--- src/design/kad_pkg.sv ---
// Shared types and constants of the KISS deframer and AX.25 header decoder.
package kad_pkg;

  // Frame limit and digipeater chain limit.
  localparam int MAX_FRAME     = 1024;
  localparam int MAX_REPEATERS = 8;

  // Widths.
  localparam int CNT_W  = $clog2(MAX_FRAME + 1);
  localparam int POS_W  = 11;
  localparam int DIGI_W = 4;
  localparam int END_W  = CNT_W + 8;

  // Queue between the KISS front end and the header back end.
  localparam int QDEPTH = 2;
  localparam int QPTR_W = (QDEPTH > 1) ? $clog2(QDEPTH) : 1;
  localparam int QCNT_W = $clog2(QDEPTH + 1);

  // KISS special bytes.
  localparam logic [7:0] B_FEND  = 8'hC0;
  localparam logic [7:0] B_FESC  = 8'hDB;
  localparam logic [7:0] B_TFEND = 8'hDC;
  localparam logic [7:0] B_TFESC = 8'hDD;

  // AX.25 header layout.
  localparam int POS_DEST_LAST = 7;
  localparam int POS_SRC_LAST  = 14;
  localparam int POS_CTRL      = 15;
  localparam int DIGI_LEN      = 7;

  // Frame classes.
  localparam logic [2:0] CLS_I     = 3'd0;
  localparam logic [2:0] CLS_S     = 3'd1;
  localparam logic [2:0] CLS_U     = 3'd2;
  localparam logic [2:0] CLS_NDATA = 3'd3;
  localparam logic [2:0] CLS_SHORT = 3'd4;

  // Command/response codes.
  localparam logic [1:0] CR_NONE = 2'd0;
  localparam logic [1:0] CR_CMD  = 2'd1;
  localparam logic [1:0] CR_RESP = 2'd2;

  // S frame control codes (low nibble) and subtypes.
  localparam logic [3:0] SC_RR   = 4'h1;
  localparam logic [3:0] SC_RNR  = 4'h5;
  localparam logic [3:0] SC_REJ  = 4'h9;
  localparam logic [3:0] SC_SREJ = 4'hD;
  localparam logic [3:0] SUB_RR    = 4'd0;
  localparam logic [3:0] SUB_RNR   = 4'd1;
  localparam logic [3:0] SUB_REJ   = 4'd2;
  localparam logic [3:0] SUB_SREJ  = 4'd3;
  localparam logic [3:0] SUB_S_UNK = 4'd4;

  // U frame control codes (P/F masked off) and subtypes.
  localparam logic [7:0] U_PF_MASK = 8'hEF;
  localparam logic [7:0] UC_SABME  = 8'h6F;
  localparam logic [7:0] UC_SABM   = 8'h2F;
  localparam logic [7:0] UC_DISC   = 8'h43;
  localparam logic [7:0] UC_DM     = 8'h0F;
  localparam logic [7:0] UC_UA     = 8'h63;
  localparam logic [7:0] UC_FRMR   = 8'h87;
  localparam logic [7:0] UC_UI     = 8'h03;
  localparam logic [7:0] UC_XID    = 8'hAF;
  localparam logic [7:0] UC_TEST   = 8'hE3;
  localparam logic [3:0] SUB_SABME = 4'd0;
  localparam logic [3:0] SUB_SABM  = 4'd1;
  localparam logic [3:0] SUB_DISC  = 4'd2;
  localparam logic [3:0] SUB_DM    = 4'd3;
  localparam logic [3:0] SUB_UA    = 4'd4;
  localparam logic [3:0] SUB_FRMR  = 4'd5;
  localparam logic [3:0] SUB_UI    = 4'd6;
  localparam logic [3:0] SUB_XID   = 4'd7;
  localparam logic [3:0] SUB_TEST  = 4'd8;
  localparam logic [3:0] SUB_U_UNK = 4'd9;

  // One unescaped event from the front end: a frame byte or a frame close.
  typedef struct packed {
    logic       eof;
    logic [7:0] value;
  } tok_t;

  // Queue status seen by the front end and the back end.
  typedef struct packed {
    logic full;
    logic empty;
  } qstat_t;

  // Result payload, first member in the highest bits.
  typedef struct packed {
    logic              overflow;
    logic [DIGI_W-1:0] digi_count;
    logic [3:0]        sub_type;
    logic [2:0]        recv_seq;
    logic [2:0]        send_seq;
    logic              poll_final;
    logic [1:0]        cmd_resp;
    logic [2:0]        frame_class;
    logic [7:0]        kiss_type;
    logic [POS_W-1:0]  position;
    logic [7:0]        byte_value;
  } res_t;

endpackage

--- src/design/kad_front.sv ---
// KISS front end: frame delimiting and unescaping into a token stream.
module kad_front (
  input  logic          clk,
  input  logic          rst_n,
  input  logic          in_valid,
  output logic          in_ready,
  input  logic [7:0]    byte_in,
  input  kad_pkg::qstat_t q_stat,
  output logic          push,
  output kad_pkg::tok_t push_tok
);

  logic in_frame_r, in_frame_nxt;
  logic esc_r, esc_nxt;
  logic take;

  assign in_ready = !q_stat.full;
  assign take     = in_valid && in_ready;

  always_comb begin
    in_frame_nxt   = in_frame_r;
    esc_nxt        = esc_r;
    push           = 1'b0;
    push_tok.eof   = 1'b0;
    push_tok.value = byte_in;
    if (take) begin
      if (!in_frame_r) begin
        if (byte_in == kad_pkg::B_FEND) begin
          in_frame_nxt = 1'b1;
          esc_nxt      = 1'b0;
        end
      end else begin
        case (byte_in)
          kad_pkg::B_FEND: begin
            // A pending escape is dropped with the frame close.
            push         = 1'b1;
            push_tok.eof = 1'b1;
            in_frame_nxt = 1'b0;
            esc_nxt      = 1'b0;
          end
          kad_pkg::B_FESC: begin
            esc_nxt = 1'b1;
          end
          kad_pkg::B_TFEND: begin
            push           = 1'b1;
            push_tok.value = esc_r ? kad_pkg::B_FEND : kad_pkg::B_TFEND;
            esc_nxt        = 1'b0;
          end
          kad_pkg::B_TFESC: begin
            push           = 1'b1;
            push_tok.value = esc_r ? kad_pkg::B_FESC : kad_pkg::B_TFESC;
            esc_nxt        = 1'b0;
          end
          default: begin
            push    = 1'b1;
            esc_nxt = 1'b0;
          end
        endcase
      end
    end
  end

  always_ff @(posedge clk) begin
    if (!rst_n) begin
      in_frame_r <= 1'b0;
      esc_r      <= 1'b0;
    end else begin
      in_frame_r <= in_frame_nxt;
      esc_r      <= esc_nxt;
    end
  end

endmodule

--- src/design/kad_queue.sv ---
// Small token queue between the front end and the back end.
module kad_queue (
  input  logic            clk,
  input  logic            rst_n,
  input  logic            push,
  input  kad_pkg::tok_t   push_tok,
  input  logic            pop,
  output kad_pkg::tok_t   pop_tok,
  output kad_pkg::qstat_t q_stat
);

  kad_pkg::tok_t                 mem_r [kad_pkg::QDEPTH];
  logic [kad_pkg::QPTR_W-1:0]    wr_ptr_r, wr_ptr_nxt;
  logic [kad_pkg::QPTR_W-1:0]    rd_ptr_r, rd_ptr_nxt;
  logic [kad_pkg::QCNT_W-1:0]    cnt_r, cnt_nxt;
  logic                          do_push, do_pop;

  assign q_stat.full  = (cnt_r == kad_pkg::QCNT_W'(kad_pkg::QDEPTH));
  assign q_stat.empty = (cnt_r == '0);
  assign do_push      = push && !q_stat.full;
  assign do_pop       = pop && !q_stat.empty;
  assign pop_tok      = mem_r[rd_ptr_r];

  always_comb begin
    wr_ptr_nxt = wr_ptr_r;
    rd_ptr_nxt = rd_ptr_r;
    cnt_nxt    = cnt_r;
    if (do_push) begin
      wr_ptr_nxt = (wr_ptr_r == kad_pkg::QPTR_W'(kad_pkg::QDEPTH - 1)) ? '0 : wr_ptr_r + 1'b1;
    end
    if (do_pop) begin
      rd_ptr_nxt = (rd_ptr_r == kad_pkg::QPTR_W'(kad_pkg::QDEPTH - 1)) ? '0 : rd_ptr_r + 1'b1;
    end
    if (do_push && !do_pop) begin
      cnt_nxt = cnt_r + 1'b1;
    end else if (do_pop && !do_push) begin
      cnt_nxt = cnt_r - 1'b1;
    end
  end

  always_ff @(posedge clk) begin
    if (do_push) begin
      mem_r[wr_ptr_r] <= push_tok;
    end
  end

  always_ff @(posedge clk) begin
    if (!rst_n) begin
      wr_ptr_r <= '0;
      rd_ptr_r <= '0;
      cnt_r    <= '0;
    end else begin
      wr_ptr_r <= wr_ptr_nxt;
      rd_ptr_r <= rd_ptr_nxt;
      cnt_r    <= cnt_nxt;
    end
  end

endmodule

--- src/design/kad_back.sv ---
// Header back end: byte positions, AX.25 header tracking, result register.
module kad_back (
  input  logic            clk,
  input  logic            rst_n,
  input  kad_pkg::qstat_t q_stat,
  input  kad_pkg::tok_t   pop_tok,
  output logic            pop,
  output logic            out_valid,
  input  logic            out_ready,
  output logic            out_kind,
  output kad_pkg::res_t   out_res
);

  localparam int CW = kad_pkg::CNT_W;
  localparam int EW = kad_pkg::END_W;
  localparam int DW = kad_pkg::DIGI_W;

  logic [CW-1:0] cnt_r, cnt_nxt;
  logic [7:0]    type_r, type_nxt;
  logic          dest_c_r, dest_c_nxt;
  logic          src_c_r, src_c_nxt;
  logic          addr_done_r, addr_done_nxt;
  logic [DW-1:0] rpt_r, rpt_nxt;
  logic [EW-1:0] digi_end_r, digi_end_nxt;
  logic [CW-1:0] ctrl_pos_r, ctrl_pos_nxt;
  logic [7:0]    ctrl_r, ctrl_nxt;
  logic          ctrl_seen_r, ctrl_seen_nxt;
  logic          ovf_r, ovf_nxt;

  logic          out_valid_r, out_valid_nxt;
  logic          out_kind_r, out_kind_nxt;
  kad_pkg::res_t out_res_r, out_res_nxt;

  kad_pkg::res_t desc;
  logic [DW-1:0] rpt_inc;
  logic [7:0]    b;
  logic [CW-1:0] p;

  // First digipeater field ends at byte 21.
  localparam logic [EW-1:0] DIGI_END0 =
    EW'(kad_pkg::POS_CTRL + kad_pkg::DIGI_LEN - 1);

  assign pop       = !q_stat.empty && (!out_valid_r || out_ready);
  assign out_valid = out_valid_r;
  assign out_kind  = out_kind_r;
  assign out_res   = out_res_r;
  assign b         = pop_tok.value;
  assign p         = cnt_r;
  assign rpt_inc   = rpt_r + 1'b1;

  // Descriptor from the header state of the frame being closed.
  always_comb begin
    desc            = '0;
    desc.position   = kad_pkg::POS_W'(cnt_r);
    desc.kiss_type  = type_r;
    desc.overflow   = ovf_r;
    if (type_r != 8'h00) begin
      desc.frame_class = kad_pkg::CLS_NDATA;
    end else if (!ctrl_seen_r) begin
      desc.frame_class = kad_pkg::CLS_SHORT;
      desc.digi_count  = rpt_r;
    end else begin
      desc.digi_count = rpt_r;
      if (dest_c_r && !src_c_r) begin
        desc.cmd_resp = kad_pkg::CR_CMD;
      end else if (!dest_c_r && src_c_r) begin
        desc.cmd_resp = kad_pkg::CR_RESP;
      end
      if (dest_c_r != src_c_r) begin
        desc.poll_final = ctrl_r[4];
      end
      if (!ctrl_r[0]) begin
        desc.frame_class = kad_pkg::CLS_I;
        desc.send_seq    = ctrl_r[3:1];
        desc.recv_seq    = ctrl_r[7:5];
      end else if (!ctrl_r[1]) begin
        desc.frame_class = kad_pkg::CLS_S;
        desc.recv_seq    = ctrl_r[7:5];
        case (ctrl_r[3:0])
          kad_pkg::SC_RR:   desc.sub_type = kad_pkg::SUB_RR;
          kad_pkg::SC_RNR:  desc.sub_type = kad_pkg::SUB_RNR;
          kad_pkg::SC_REJ:  desc.sub_type = kad_pkg::SUB_REJ;
          kad_pkg::SC_SREJ: desc.sub_type = kad_pkg::SUB_SREJ;
          default:          desc.sub_type = kad_pkg::SUB_S_UNK;
        endcase
      end else begin
        desc.frame_class = kad_pkg::CLS_U;
        case (ctrl_r & kad_pkg::U_PF_MASK)
          kad_pkg::UC_SABME: desc.sub_type = kad_pkg::SUB_SABME;
          kad_pkg::UC_SABM:  desc.sub_type = kad_pkg::SUB_SABM;
          kad_pkg::UC_DISC:  desc.sub_type = kad_pkg::SUB_DISC;
          kad_pkg::UC_DM:    desc.sub_type = kad_pkg::SUB_DM;
          kad_pkg::UC_UA:    desc.sub_type = kad_pkg::SUB_UA;
          kad_pkg::UC_FRMR:  desc.sub_type = kad_pkg::SUB_FRMR;
          kad_pkg::UC_UI:    desc.sub_type = kad_pkg::SUB_UI;
          kad_pkg::UC_XID:   desc.sub_type = kad_pkg::SUB_XID;
          kad_pkg::UC_TEST:  desc.sub_type = kad_pkg::SUB_TEST;
          default:           desc.sub_type = kad_pkg::SUB_U_UNK;
        endcase
      end
    end
  end

  always_comb begin
    cnt_nxt       = cnt_r;
    type_nxt      = type_r;
    dest_c_nxt    = dest_c_r;
    src_c_nxt     = src_c_r;
    addr_done_nxt = addr_done_r;
    rpt_nxt       = rpt_r;
    digi_end_nxt  = digi_end_r;
    ctrl_pos_nxt  = ctrl_pos_r;
    ctrl_nxt      = ctrl_r;
    ctrl_seen_nxt = ctrl_seen_r;
    ovf_nxt       = ovf_r;
    out_valid_nxt = out_valid_r && !out_ready;
    out_kind_nxt  = out_kind_r;
    out_res_nxt   = out_res_r;

    if (pop) begin
      if (pop_tok.eof) begin
        if (cnt_r != '0) begin
          out_valid_nxt = 1'b1;
          out_kind_nxt  = 1'b1;
          out_res_nxt   = desc;
        end
        cnt_nxt       = '0;
        type_nxt      = '0;
        dest_c_nxt    = 1'b0;
        src_c_nxt     = 1'b0;
        addr_done_nxt = 1'b0;
        rpt_nxt       = '0;
        digi_end_nxt  = DIGI_END0;
        ctrl_pos_nxt  = '0;
        ctrl_nxt      = '0;
        ctrl_seen_nxt = 1'b0;
        ovf_nxt       = 1'b0;
      end else if (cnt_r >= CW'(kad_pkg::MAX_FRAME)) begin
        ovf_nxt = 1'b1;
      end else begin
        cnt_nxt = cnt_r + 1'b1;
        if (p == '0) begin
          type_nxt = b;
        end
        if (p == CW'(kad_pkg::POS_DEST_LAST)) begin
          dest_c_nxt = b[7];
        end
        if (p == CW'(kad_pkg::POS_SRC_LAST)) begin
          src_c_nxt = b[7];
          if (b[0] || (kad_pkg::MAX_REPEATERS == 0)) begin
            addr_done_nxt = 1'b1;
            ctrl_pos_nxt  = CW'(kad_pkg::POS_CTRL);
          end
        end else if ((p > CW'(kad_pkg::POS_SRC_LAST)) && !addr_done_r &&
                     (EW'(p) == digi_end_r)) begin
          // Last byte of a digipeater field.
          rpt_nxt      = rpt_inc;
          digi_end_nxt = digi_end_r + EW'(kad_pkg::DIGI_LEN);
          if (b[0] || (rpt_inc >= DW'(kad_pkg::MAX_REPEATERS))) begin
            addr_done_nxt = 1'b1;
            ctrl_pos_nxt  = p + 1'b1;
          end
        end else if (addr_done_r && !ctrl_seen_r && (p == ctrl_pos_r)) begin
          ctrl_nxt      = b;
          ctrl_seen_nxt = 1'b1;
        end
        out_valid_nxt        = 1'b1;
        out_kind_nxt         = 1'b0;
        out_res_nxt          = '0;
        out_res_nxt.byte_value = b;
        out_res_nxt.position = kad_pkg::POS_W'(p);
        out_res_nxt.kiss_type = type_nxt;
        out_res_nxt.overflow = ovf_r;
      end
    end
  end

  always_ff @(posedge clk) begin
    out_kind_r <= out_kind_nxt;
    out_res_r  <= out_res_nxt;
  end

  always_ff @(posedge clk) begin
    if (!rst_n) begin
      cnt_r       <= '0;
      type_r      <= '0;
      dest_c_r    <= 1'b0;
      src_c_r     <= 1'b0;
      addr_done_r <= 1'b0;
      rpt_r       <= '0;
      digi_end_r  <= DIGI_END0;
      ctrl_pos_r  <= '0;
      ctrl_r      <= '0;
      ctrl_seen_r <= 1'b0;
      ovf_r       <= 1'b0;
      out_valid_r <= 1'b0;
    end else begin
      cnt_r       <= cnt_nxt;
      type_r      <= type_nxt;
      dest_c_r    <= dest_c_nxt;
      src_c_r     <= src_c_nxt;
      addr_done_r <= addr_done_nxt;
      rpt_r       <= rpt_nxt;
      digi_end_r  <= digi_end_nxt;
      ctrl_pos_r  <= ctrl_pos_nxt;
      ctrl_r      <= ctrl_nxt;
      ctrl_seen_r <= ctrl_seen_nxt;
      ovf_r       <= ovf_nxt;
      out_valid_r <= out_valid_nxt;
    end
  end

endmodule

--- src/design/kiss_ax25_frame_decoder.sv ---
// Top level of the KISS deframer with AX.25 header decoder.
//
//   channel  direction  payload
//   in_*     request in   tdata: byte_in
//   out_*    result out   tlast: kind; tdata: decoded byte or frame descriptor
//
// One raw byte is taken per cycle while the token queue is not full. The front
// end unescapes it without a register and writes it into a two-entry token queue
// at the accepting edge; the header back end then pops the queue head and loads
// it into the result register, which offers the result.
// Reset clears frame state and both handshakes; no clearing pass is needed.
// When out_tready is low with a result offered, the result register holds, the back
// end stops, and in_tready falls once the queue is full.
module kiss_ax25_frame_decoder (
  input  logic        clk,
  input  logic        rst_n,
  input  logic        in_tvalid,
  output logic        in_tready,
  input  logic [7:0]  in_tdata,   // [7:0] byte_in
  output logic        out_tvalid,
  input  logic        out_tready,
  output logic        out_tlast,  // kind: high for the end-of-frame descriptor
  output logic [47:0] out_tdata   // [7:0] byte_value, [18:8] position,
                                  // [26:19] kiss_type, [29:27] frame_class,
                                  // [31:30] cmd_resp, [32] poll_final,
                                  // [35:33] send_seq, [38:36] recv_seq,
                                  // [42:39] sub_type, [46:43] digi_count,
                                  // [47] overflow
);

  kad_pkg::qstat_t q_stat;
  kad_pkg::tok_t   push_tok;
  kad_pkg::tok_t   pop_tok;
  kad_pkg::res_t   out_res;
  logic            push;
  logic            pop;

  kad_front u_front (
    .clk      (clk),
    .rst_n    (rst_n),
    .in_valid (in_tvalid),
    .in_ready (in_tready),
    .byte_in  (in_tdata),
    .q_stat   (q_stat),
    .push     (push),
    .push_tok (push_tok)
  );

  kad_queue u_queue (
    .clk      (clk),
    .rst_n    (rst_n),
    .push     (push),
    .push_tok (push_tok),
    .pop      (pop),
    .pop_tok  (pop_tok),
    .q_stat   (q_stat)
  );

  kad_back u_back (
    .clk       (clk),
    .rst_n     (rst_n),
    .q_stat    (q_stat),
    .pop_tok   (pop_tok),
    .pop       (pop),
    .out_valid (out_tvalid),
    .out_ready (out_tready),
    .out_kind  (out_tlast),
    .out_res   (out_res)
  );

  assign out_tdata = out_res;

endmodule

--- config.mk ---
export PLATFORM = sky130hd
export DESIGN_NAME = kiss_ax25_frame_decoder
export DESIGN_NICKNAME = d
export VERILOG_FILES = /design/src/design/kad_pkg.sv /design/src/design/kad_front.sv /design/src/design/kad_queue.sv /design/src/design/kad_back.sv /design/src/design/kiss_ax25_frame_decoder.sv
export SDC_FILE = /design/constraint.sdc
export NUM_CORES = 1
export LEC_CHECK = 0
export BUFFER_PORTS_ARGS = -buffer_cell sky130_fd_sc_hd__buf_2
export CAP_MARGIN = 10
export CELL_PAD_IN_SITES_DETAIL_PLACEMENT = 0
export CELL_PAD_IN_SITES_GLOBAL_PLACEMENT = 2
export CORE_MARGIN = 3
export CORE_UTILIZATION = 35
export CTS_CLUSTER_DIAMETER = 150
export DETAILED_ROUTE_END_ITERATION = 10
export PLACE_DENSITY = 0.75
export SLEW_MARGIN = 20
export SYNTH_ARGS = -nofsm -noshare
export SYNTH_HDL_FRONTEND = slang
export SYNTH_HIERARCHICAL = 1
export SYNTH_SLANG_ARGS = --single-unit
--- constraint.sdc ---
create_clock -name clk -period 4.2 [get_ports clk]
set_input_delay 0 -clock clk [delete_from_list [all_inputs] [get_ports clk]]
set_output_delay 0 -clock clk [all_outputs]
set_load 0.01 [all_outputs]
=== Word-level counts from Yosys, hierarchy flattened ===
Memory sizes are Yosys's and may differ from the RTL's. A register that Yosys moved wholly into a read port is not among the register bits.
Cells that the tools add are included.

* Mux-type cells: 91
* Reductions and logical operators: 47
* Equality and inequality tests: 28
* Order comparisons: 3
* $add $sub $neg: 7

{| class="wikitable"
|+ Operator list
! kind !! count
|-
| $mux W48 || 3
|-
| $mux W11 || 8
|-
| $mux W19 || 4
|-
| $mux W8 || 8
|-
| $mux W1 || 42
|-
| $pmux W4 S9 || 1
|-
| $eq A8 B8 Y1 const B || 4
|-
| $mux W4 || 6
|-
| $eq A7 B6 Y1 const B || 3
|-
| $eq A7 B7 Y1 const B || 3
|-
| $mux W3 || 7
|-
| $add A19 B3 Y19 const B || 1
|-
| $eq A11 B19 Y1 || 1
|-
| $mux W9 || 2
|-
| $mux W17 || 1
|-
| $pmux W8 S2 || 1
|-
| $reduce_bool A2 Y1 || 7
|-
| $logic_and A1 B1 Y1 || 13
|-
| $mux W13 || 1
|-
| $pmux W3 S4 || 1
|-
| $add A11 B1 Y11 const B || 1
|-
| $eq A11 B11 Y1 || 1
|-
| $eq A11 B3 Y1 const B || 1
|-
| $eq A11 B4 Y1 const B || 1
|-
| other kinds (31) || 55
|}

* Bits in writable memories: 18
* Register bits: 122
* Logic and storage cells: 206
* Output and inout bits: 51
* Memories: 1
* Input bits: 12

{| class="wikitable"
|+ Memories
! memory !! depth !! width !! read ports !! clocked after Yosys merged registers in !! write ports !! RTL line !! text
|-
| u_queue.mem_r || 2 || 9 || 1 || 1 || 1 || kad_queue.sv:12 || <nowiki>kad_pkg::tok_t mem_r [kad_pkg::QDEPTH];</nowiki>
|}

=== Logic depth before layout (Yosys ltp) ===
Gate-level depths: netlist of the first run.

* Depth in word-level cells: 9
* Gate-level depth with buffers: 11
* Depth with buffers taken out: 11

=== Modules after synthesis ===
Netlist of the first run, hierarchy kept.

{| class="wikitable"
|+ Modules (own cells, without submodules)
! module !! cells each !! area each (um^2) !! seq. area each (um^2) !! instances
|-
| kad_back || 509 || 5,411.4 || 2,812.7 || 1
|-
| kad_queue || 54 || 874.6 || 640.6 || 1
|-
| kad_front || 34 || 255.2 || 40.0 || 1
|}

=== Worst setup path after synthesis of the first run ===
OpenSTA, ideal clock, no wires.

* Kind: register to register
* From: register (tool-made name)
* To: register u_back.out_kind_r, in the netlist u_back/out_kind, enable pin
* Setup time: 0.473 ns
* Buffers on the path: 3
* Period minus slack after synthesis: 4.122 ns
* Setup slack: 0.078 ns
* Cell stages (with the launch flop): 6
* Arrival: 3.648 ns
* Required time: 3.727 ns
* Path through: dfxtp_1 buf_2 mux2_2 clkbuf_1 buf_1 a21oi_1

{| class="wikitable"
|+ RTL lines
! item !! RTL line !! text
|-
| to (signal assigned) || kad_back.sv:179 || <nowiki>out_kind_r <= out_kind_nxt;</nowiki>
|-
| to (decl) || kad_back.sv:31 || <nowiki>logic out_kind_r, out_kind_nxt;</nowiki>
|}

==> results of run 1 <==
==> cell type report <==
class / count / area, sq um / share of cell area
Clock buffer: 18 / 429 / 0.0560
Clock inverter: 14 / 193 / 0.0251
Inverter: 17 / 63.8 / 0.00832
Multi-Input combinational cell: 397 / 2760 / 0.360
Sequential cell: 141 / 3490 / 0.455
Tap cell: 229 / 287 / 0.0374
Timing Repair Buffer: 77 / 445 / 0.0581
==> power groups by stage <==
stage               clock network, mW  logic [mW]  registers (mW)
finish                           1.57      0.0441            1.43
global route                     1.67      0.0482            1.43
CTS                              1.61      0.0445            1.43
detailed placement                  0      0.0379            1.46
global placement                    0      0.0376            1.46
floorplan                           0      0.0227            1.46
==> how the worst max path moves through the flow <==
stage | startpoint | endpoint | slack, ns | cells past startpoint
2_1_floorplan | flip-flop | u_back/out_kind | 0.08 | 5
3_3_place_gp | flip-flop | u_back/digi_end_r[10] | 1.30 | 8
3_5_place_dp | flip-flop | u_back/digi_end_r[10] | 1.25 | 8
4_1_cts | flip-flop | u_back/digi_end_r[10] | 1.24 | 8
5_1_grt | flip-flop | u_back/digi_end_r[3] | 1.02 | 8
6_report | flip-flop | u_back/digi_end_r[0] | 1.29 | 8
==> state kept, by name (all words and copies together) (netlist names), named ones only <==
signal,flops
u_back/ctrl_pos_r,11
u_front/esc_r,1
u_back/ctrl_r,8
u_back/out_res,48
u_back/rpt_r,4
u_back/type_r,8
u_front/in_frame_r,1
u_back/src_c_r,1
u_queue/rd_ptr_r,1
u_back/cnt_r,11
u_back/ovf_r,1
u_queue/wr_ptr_r,1
u_back/out_valid,1
u_queue/cnt_r,2
u_queue/mem_r,18
u_back/ctrl_seen_r,1
u_back/out_kind,1
u_back/addr_done_r,1
u_back/dest_c_r,1
u_back/digi_end_r,19
==> layer usage <==
metal / GRT usage / wire length (um) / vias to the layer above / part of all wire
met5: 0 / 0 / - / 0
met4: 0.0550 / 216 / 0 / 0.015
met3: 0.0372 / 603 / 19 / 0.041
met2: 0.225 / 6470 / 85 / 0.44
met1: 0.206 / 7310 / 2086 / 0.50
li1: - / - / 2247 / -
==> cell usage in the layout (no fill, tap or decap), drive strengths merged, types with 11 or more instances in the layout <==
master	Yosys	layout
dfxtp	74	74
buf	21	68
edfxtp	67	67
nand2	40	40
nor2b	37	37
nor2	34	34
xor2	32	32
mux2i	21	21
nand3	19	19
a21oi	19	19
clkbuf	20	18
inv	17	18
mux2	17	17
and2	17	17
a22oi	15	15
o21ai	15	15
nor4	13	13
a21boi	12	12
and3	11	11
or3	11	11
==> stage by stage <==
step	setup slack, ns	instance area [sq um]
final	1.29	7670
after global routing	1.02	7670
after CTS	1.24	7670
after detailed placement	1.25	6960
after global placement	1.30	6960
after floorplan	0.0785	6540
==> kinds of logic (layout without fill, tap and decap cells) <==
group | after synthesis | in the layout | share of synthesized area
AO/OA/AOI/OAI | 85 | 85 | 0.0876
AND/OR/NAND/NOR | 228 | 228 | 0.204
buffers and inverters | 59 | 126 | 0.0459
flip-flops | 141 | 141 | 0.534
multiplexers | 38 | 38 | 0.0614
XOR/XNOR | 37 | 37 | 0.0495
adder cells (fa/ha/maj) | 9 | 9 | 0.0172
==> what timing repair did <==
item                                   CTS  global route
hold buffers                             9             0
buffers inserted                         0             0
endpoints found under the hold margin   17             0
==> worst register-to-register path, cell delays in order (launching register included) <==
cell and delay (ns):
dfxtp_1 0.55, mux2_2 0.41, nand2b_1 0.15, nor3b_2 0.17
buf_4 0.19, nand2_1 0.23, a21boi_2 0.75, mux2i_1 0.27
nand2_1 0.06
==> run summary, run 1 <==
Internal power: 2.44 mW
Net count after synthesis: 618
Power, Total: 3.04 mW
Vias in the first global route: 4421
Final period utilization: 0.694
Initial Util: 0.360
CTS H-tree depth: 4
RSZ-0062 raised after global routing: no
Hold WS: 0.113 ns
Sequential share of power: 0.470
Critical path peak fanout: 24
Worst path max stage delay: 0.75 ns
Fin util: 0.423
CP max stage cell: a21boi_2
Commonest cells post-synth: 74 x dfxtp_1, 67 x edfxtp_1, 40 x nand2_1
Post-synth EDFFs: 67
Layout area overhead: 17.3%
Drt first-iter violations: 229
Initial antenna violation count: 0
Status: finished, final reports clean
Diodes inserted: 0
Maxcap violations: 0
Final setup fails: 0
Synth top area cells: edfxtp_1 31%, dfxtp_1 23%, xor2_1 4.3%
#FFs+latches synth: 141
Register area share after synthesis: 0.534
Fmax: 343 MHz
Slew headroom: 0.409
Worst hold start: in_tvalid
Reg2reg path depth: 8
Root buf cell: clkbuf_16
Worst hold path endpoint: u_front/in_frame_r
Mapped Cells: 597
Worst slew pin tran: 0.882 ns
Max Slew Vio Count: 0
TritonCTS Buffers: 17
Sw frac: 0.197
Crit path arrival time: 3.19 ns
Min-Delay Path Class: in2reg
Maximum root-to-sink buffer count: 2
Port bufs: 62
RR Endpoint: u_back/digi_end_r[0]
Post-CTS sizing: 0
Placed Instances: 852
DRC Markers: 0
Hold path depth: 4
Clock Skew: 0.00576 ns
Min Tclk post-route: 2.91 ns
Share of post-route cells with drive strength above 1: 0.197
CP most frequent cell: nand2_1
Critical path's top delay family: compound AO/OA/AOI/OAI gates
Non-Filler Instances: 893
Clk_lat worst skew: 0.42 ns
Ys async rst share: 0
Worst-path cell chain: mux2_2 > nand2b_1 > nor3b_2 > buf_4 > nand2_1 > a21boi_2 > mux2i_1 > nand2_1
Netlist cell types: 67
Synth top area share: 0.308
Worst VDD drop: 0.258 mV
Detailed Place HPWL: 10.2 mm
Global-route wire length before repair: 23.8 mm
Setup Total Neg Slack: 0 ns
Crit path kind: reg2reg
Worst-path clk slew: 0.06 ns
Post-synthesis area per instance: 11.0 sq um
Yosys warnings: 6
Crit path launch type: flip-flop
Crit. End Element: flip-flop
Power share of the clock group: 0.515
Final Hold Fails: 0
WP data required: 4.48 ns
Layout fillers: 1719
Via density: 4.97
Most frequent cell after synthesis: dfxtp_1
CP bufs+invs: 1
Flop2flop setup slack: 1.29 ns
DRT Pass-1 Iters: 4
Die height: 143 um
Horiz. Die Dim: 143 um
Tot GR Track Use: 0.148
Post-route ant nets: 0
Static Leak: 2.87 nW
Routability congestion estimate: 0.789
Fin nets: 672
GR Overflow Total: 0
Comb power frac: 0.015
Cell taking the most area after synthesis: edfxtp_1
CTS tree: yes
Io pins: 63
Drt total wl: 14.6 mm
Clock sinks: 141
Die ar.: 0.0204 sq mm
Core ar.: 0.0181 sq mm
Wire per inst: 16.4 um
Largest net degree at the start of global routing: 72
Routed vias: 4437
# rows: 49
Pwr dens: 397 mW/mm^2
Psw: 0.600 mW
Mapped Area: 0.00654 sq mm
Ys flop type: dfxtp_1
Power figures use the tool's default switching activity.
==> run 2: changes to the inputs <==
clock period = 2.65 ns   (was 4.2 ns; I/O delays follow)
==> run summary, run 2 (same netlist as run 1, synthesis figures left out) <==
Status: finished, final reports clean
Power, Total: 4.74 mW
Reg area: 0.00349 sq mm
CP bufs+invs: 1
Layout fillers: 1727
Global-route wire length before repair: 24.8 mm
DP Area: 0.00712 sq mm
Drt total wl: 15.2 mm
Crit path arrival time: 2.67 ns
CP max stage cell: dfxtp_1
Fin nets: 691
Initial antenna violation count: 1
Clock sinks: 141
Worst-path cell chain: xor2_1 > nor4_1 > o2111a_1 > a21boi_2 > buf_4 > or3_1 > a21oi_1
Static Leak: 2.96 nW
WP depth: 7
Clk_lat worst skew: 0.42 ns
Pwr dens: 608 mW/mm^2
Min-Delay Path Class: in2reg
Crit path launch type: flip-flop
Non-Filler Instances: 912
Critical path's top delay family: simple AND/OR/NAND/NOR gates
Die height: 143 um
WP data required: 2.99 ns
Detailed Place HPWL: 10.7 mm
Sw frac: 0.202
Slew headroom: 0.504
Largest net degree at the start of global routing: 51
Most frequent cells in the layout: 74 x dfxtp_1, 67 x edfxtp_1, 62 x buf_2, 40 x nand2_1, 36 x nor2b_1
Max FFs per register: 48
Final period utilization: 0.878
Critical path peak fanout: 11
Flop2flop setup slack: 0.32 ns
Port bufs: 62
Internal power: 3.78 mW
Core ar.: 0.0181 sq mm
Via density: 5.00
Routability congestion estimate: 0.852
Max Slew Vio Count: 0
Worst Setup SP: u_back/cnt_r[10]
DRC Markers: 0
FF-to-FF Start: u_back/cnt_r[10]
Reg2reg path depth: 7
Post-CTS sizing: 0
DRT Pass-1 Iters: 4
GR Overflow Total: 0
Layout area overhead: 19.2%
Io pins: 63
CTS tree: yes
Final Hold Fails: 0
Initial Util: 0.360
Worst slew pin tran: 0.744 ns
# rows: 49
Power share of the clock group: 0.507
Worst VDD drop: 0.435 mV
Comb power frac: 0.015
TritonCTS Buffers: 17
Psw: 0.959 mW
Share of post-route cells with drive strength above 1: 0.221
Diodes inserted: 0
Wire per inst: 16.6 um
Final setup fails: 0
Crit. End Element: flip-flop
Sequential share of power: 0.478
RR Endpoint: u_back/digi_end_r[3]
CTS H-tree depth: 4
Hold WS: 0.108 ns
Worst-path clk slew: 0.06 ns
Crit path kind: reg2reg
Fin util: 0.430
Maxcap violations: 0
Vias in the first global route: 4530
Setup Total Neg Slack: 0 ns
RSZ-0062 raised after global routing: no
Horiz. Die Dim: 143 um
Commonest non-fill, non-tap cell in the layout: dfxtp_1
Fmax: 430 MHz
Min Tclk post-route: 2.33 ns
Die ar.: 0.0204 sq mm
Final worst slack: 0.323 ns
Crit path to: u_back/digi_end_r[3]
Area of the multi-input gates: 0.00276 sq mm
Root buf cell: clkbuf_16
Tot GR Track Use: 0.156
Placed Instances: 872
Setup WS pre-CTS: 0.348 ns
Drt first-iter violations: 395
Post-route ant nets: 0
Maximum root-to-sink buffer count: 2
Clock Skew: 0.00922 ns
Routed vias: 4564
Final Instance Area: 0.00780 sq mm
Worst path max stage delay: 0.62 ns
[run 2: how the worst min path moves through the flow]
stage | cells after the start | startpoint | slack (ns) | endpoint
6_report | 4 | out_tready | 0.11 | u_back/out_valid
2_1_floorplan | 1 | rst_n | 0.12 | u_queue/wr_ptr_r
3_5_place_dp | 1 | in_tdata[7] | 0.23 | u_queue/mem_r[1][7]
4_1_cts | 4 | out_tready | 0.09 | u_back/out_valid
5_1_grt | 4 | out_tready | 0.11 | u_back/out_valid
3_3_place_gp | 1 | in_tdata[6] | 0.22 | u_queue/mem_r[0][6]
[run 2: cell type report]
type | count | area share
clock buffer | 19 | 0.0555
clock inverter | 13 | 0.0213
inverter | 17 | 0.00818
multi-input combinational | 397 | 0.354
sequential | 141 | 0.448
tap | 229 | 0.0367
timing repair buffer | 96 | 0.0767
[run 2: worst reg2reg max path, cell delays in order (launching register included)]
cell and delay, ns:
dfxtp_1 0.62, xor2_1 0.13, nor4_1 0.45, o2111a_1 0.28, a21boi_2 0.09, buf_4 0.20
or3_1 0.35, a21oi_1 0.15
[run 2: power by group through the flow]
stage | combinational (mW) | clock, mW | sequential [mW]
global route | 0.0788 | 2.56 | 2.27
floorplan | 0.0361 | 0 | 2.31
CTS | 0.0730 | 2.45 | 2.27
detailed placement | 0.0636 | 0 | 2.31
finish | 0.0718 | 2.40 | 2.27
global placement | 0.0620 | 0 | 2.31
[run 2: timing repair]
item / in CTS / in global routing
buffers inserted: 0 / 0
hold buffers: 8 / 0
endpoints found under the hold margin: 16 / 0
[run 2: layer usage]
layer | wire length, um | vias up | GRT usage
met5 | 0 | - | 0
met4 | 286 | 0 | 0.0630
met2 | 6810 | 92 | 0.239
li1 | - | 2277 | -
met3 | 571 | 20 | 0.0332
met1 | 7500 | 2175 | 0.216
==> run 3: changes to the inputs <==
CORE_UTILIZATION = 42   (was 35)
PLACE_DENSITY = 0.84   (was 0.75)
clock period = 3 ns   (was 2.65 ns; I/O delays follow)
==> run summary, run 3 (same netlist as run 1, synthesis figures left out) <==
Critical path peak fanout: 10
Maxcap violations: 0
Worst hold path endpoint: u_front/in_frame_r
Min Tclk post-route: 2.50 ns
Worst VDD drop: 0.393 mV
Setup WS pre-CTS: 0.531 ns
Crit path kind: reg2reg
Status: finished, final reports clean
Routed vias: 4588
Root buf cell: clkbuf_16
Worst slew pin tran: 0.766 ns
Crit path launch type: flip-flop
Commonest non-fill, non-tap cell in the layout: dfxtp_1
Hold path depth: 4
Internal power: 3.49 mW
Reg2reg path depth: 6
Clock Skew: 0.00908 ns
Slew headroom: 0.487
Clk_lat worst skew: 0.42 ns
Via density: 5.33
Worst Setup SP: u_back/cnt_r[7]
Routability congestion estimate: 0.830
Min-Delay Path Class: in2reg
Share of post-route cells with drive strength above 1: 0.212
Detailed Place HPWL: 10.1 mm
Fin nets: 684
Placed Instances: 819
Final setup fails: 0
Io pins: 63
Max Slew Vio Count: 0
Final period utilization: 0.832
DP Area: 0.00699 sq mm
Vias in the first global route: 4509
Comb power frac: 0.015
Initial antenna violation count: 0
Fmax: 401 MHz
# rows: 44
Wire per inst: 17.0 um
Port bufs: 62
Maximum root-to-sink buffer count: 2
Horiz. Die Dim: 131 um
Initial Util: 0.440
Hold WS: 0.132 ns
RR Endpoint: u_back/type_r[6]
FF-to-FF Start: u_back/cnt_r[7]
CTS tree: yes
Non-Filler Instances: 860
Global-route wire length before repair: 24.0 mm
Die ar.: 0.0171 sq mm
Largest net degree at the start of global routing: 39
Sw frac: 0.189
Crit path arrival time: 2.81 ns
Pwr dens: 557 mW/mm^2
RSZ-0062 raised after global routing: no
Max FFs per register: 48
WP data required: 3.31 ns
Post-route ant nets: 0
Static Leak: 2.94 nW
Final worst slack: 0.504 ns
Flop2flop setup slack: 0.50 ns
Drt first-iter violations: 276
Most frequent cells in the layout: 74 x dfxtp_1, 67 x edfxtp_1, 62 x buf_2, 40 x nand2_1, 36 x nor2b_1
Drt total wl: 14.6 mm
Final Instance Area: 0.00772 sq mm
Tot GR Track Use: 0.182
Crit. End Element: flip-flop
Layout area overhead: 18.0%
Core ar.: 0.0149 sq mm
Clock sinks: 141
Power share of the clock group: 0.519
Die height: 131 um
Power, Total: 4.30 mW
GR Overflow Total: 0
CTS H-tree depth: 4
Worst-path clk slew: 0.06 ns
Setup Total Neg Slack: 0 ns
Final Hold Fails: 0
Diodes inserted: 0
DRC Markers: 0
Psw: 0.812 mW
Worst hold start: in_tvalid
Sequential share of power: 0.466
TritonCTS Buffers: 17
DRT Pass-1 Iters: 5
Post-CTS setup buffers: 0
Fin util: 0.519
run 3: cell count changes in the layout (fill, tap and decap cells not counted):
cell	previous run	this run
buf_12	1	0
clkinv_4	3	1
clkbuf_8	0	3
bufinv_16	3	4
inv_6	2	0
buf_4	25	18
dlygate4sd3_1	8	9
run 3: repair_timing:
| action | 4_1_cts | 5_1_grt |
|---|---|---|
| resized for setup | 0 | 0 |
| endpoints found under the hold margin | 17 | 0 |
| hold buffers | 9 | 0 |
run 3: routing by layer:
metal	vias up	global-route usage	wire length (um)
li1	2262	-	-
met1	2206	0.257	7230
met2	104	0.281	6540
met3	16	0.0415	639
met4	0	0.0575	189
met5	-	0	0
run 3: worst max-delay path by stage:
stage	end	slack (ns)	cells after the start
2_1_floorplan	u_back/out_kind	0.44	5
4_1_cts	u_back/type_r[6]	0.51	6
5_1_grt	u_back/type_r[4]	0.28	6
3_5_place_dp	u_back/type_r[6]	0.53	6
6_report	u_back/type_r[6]	0.50	6
3_3_place_gp	u_back/type_r[3]	0.61	6
run 3: power by group through the flow:
stage,sequential (mW),combinational (mW),clock [mW]
CTS,2.00,0.0631,2.28
detailed placement,2.04,0.0538,0
global placement,2.04,0.0522,0
finish,2.00,0.0632,2.23
global route,2.00,0.0697,2.36
floorplan,2.04,0.0319,0
run 3: area by class of cell:
cell class,instances,area [sq um]
clock buffer,22,474
clock inverter,10,161
fill,1335,7150
inverter,17,63.8
multi-input combinational,397,2760
sequential,141,3490
tap,184,230
timing repair buffer,89,536
run 3: worst max-delay path: stages (launching register included):
cell	delay [ns]
dfxtp_1	0.45
nor4_4	0.39
nand2_1	0.15
nor4b_1	0.65
o21ai_1	0.36
a22oi_1	0.31
nor2b_1	0.07
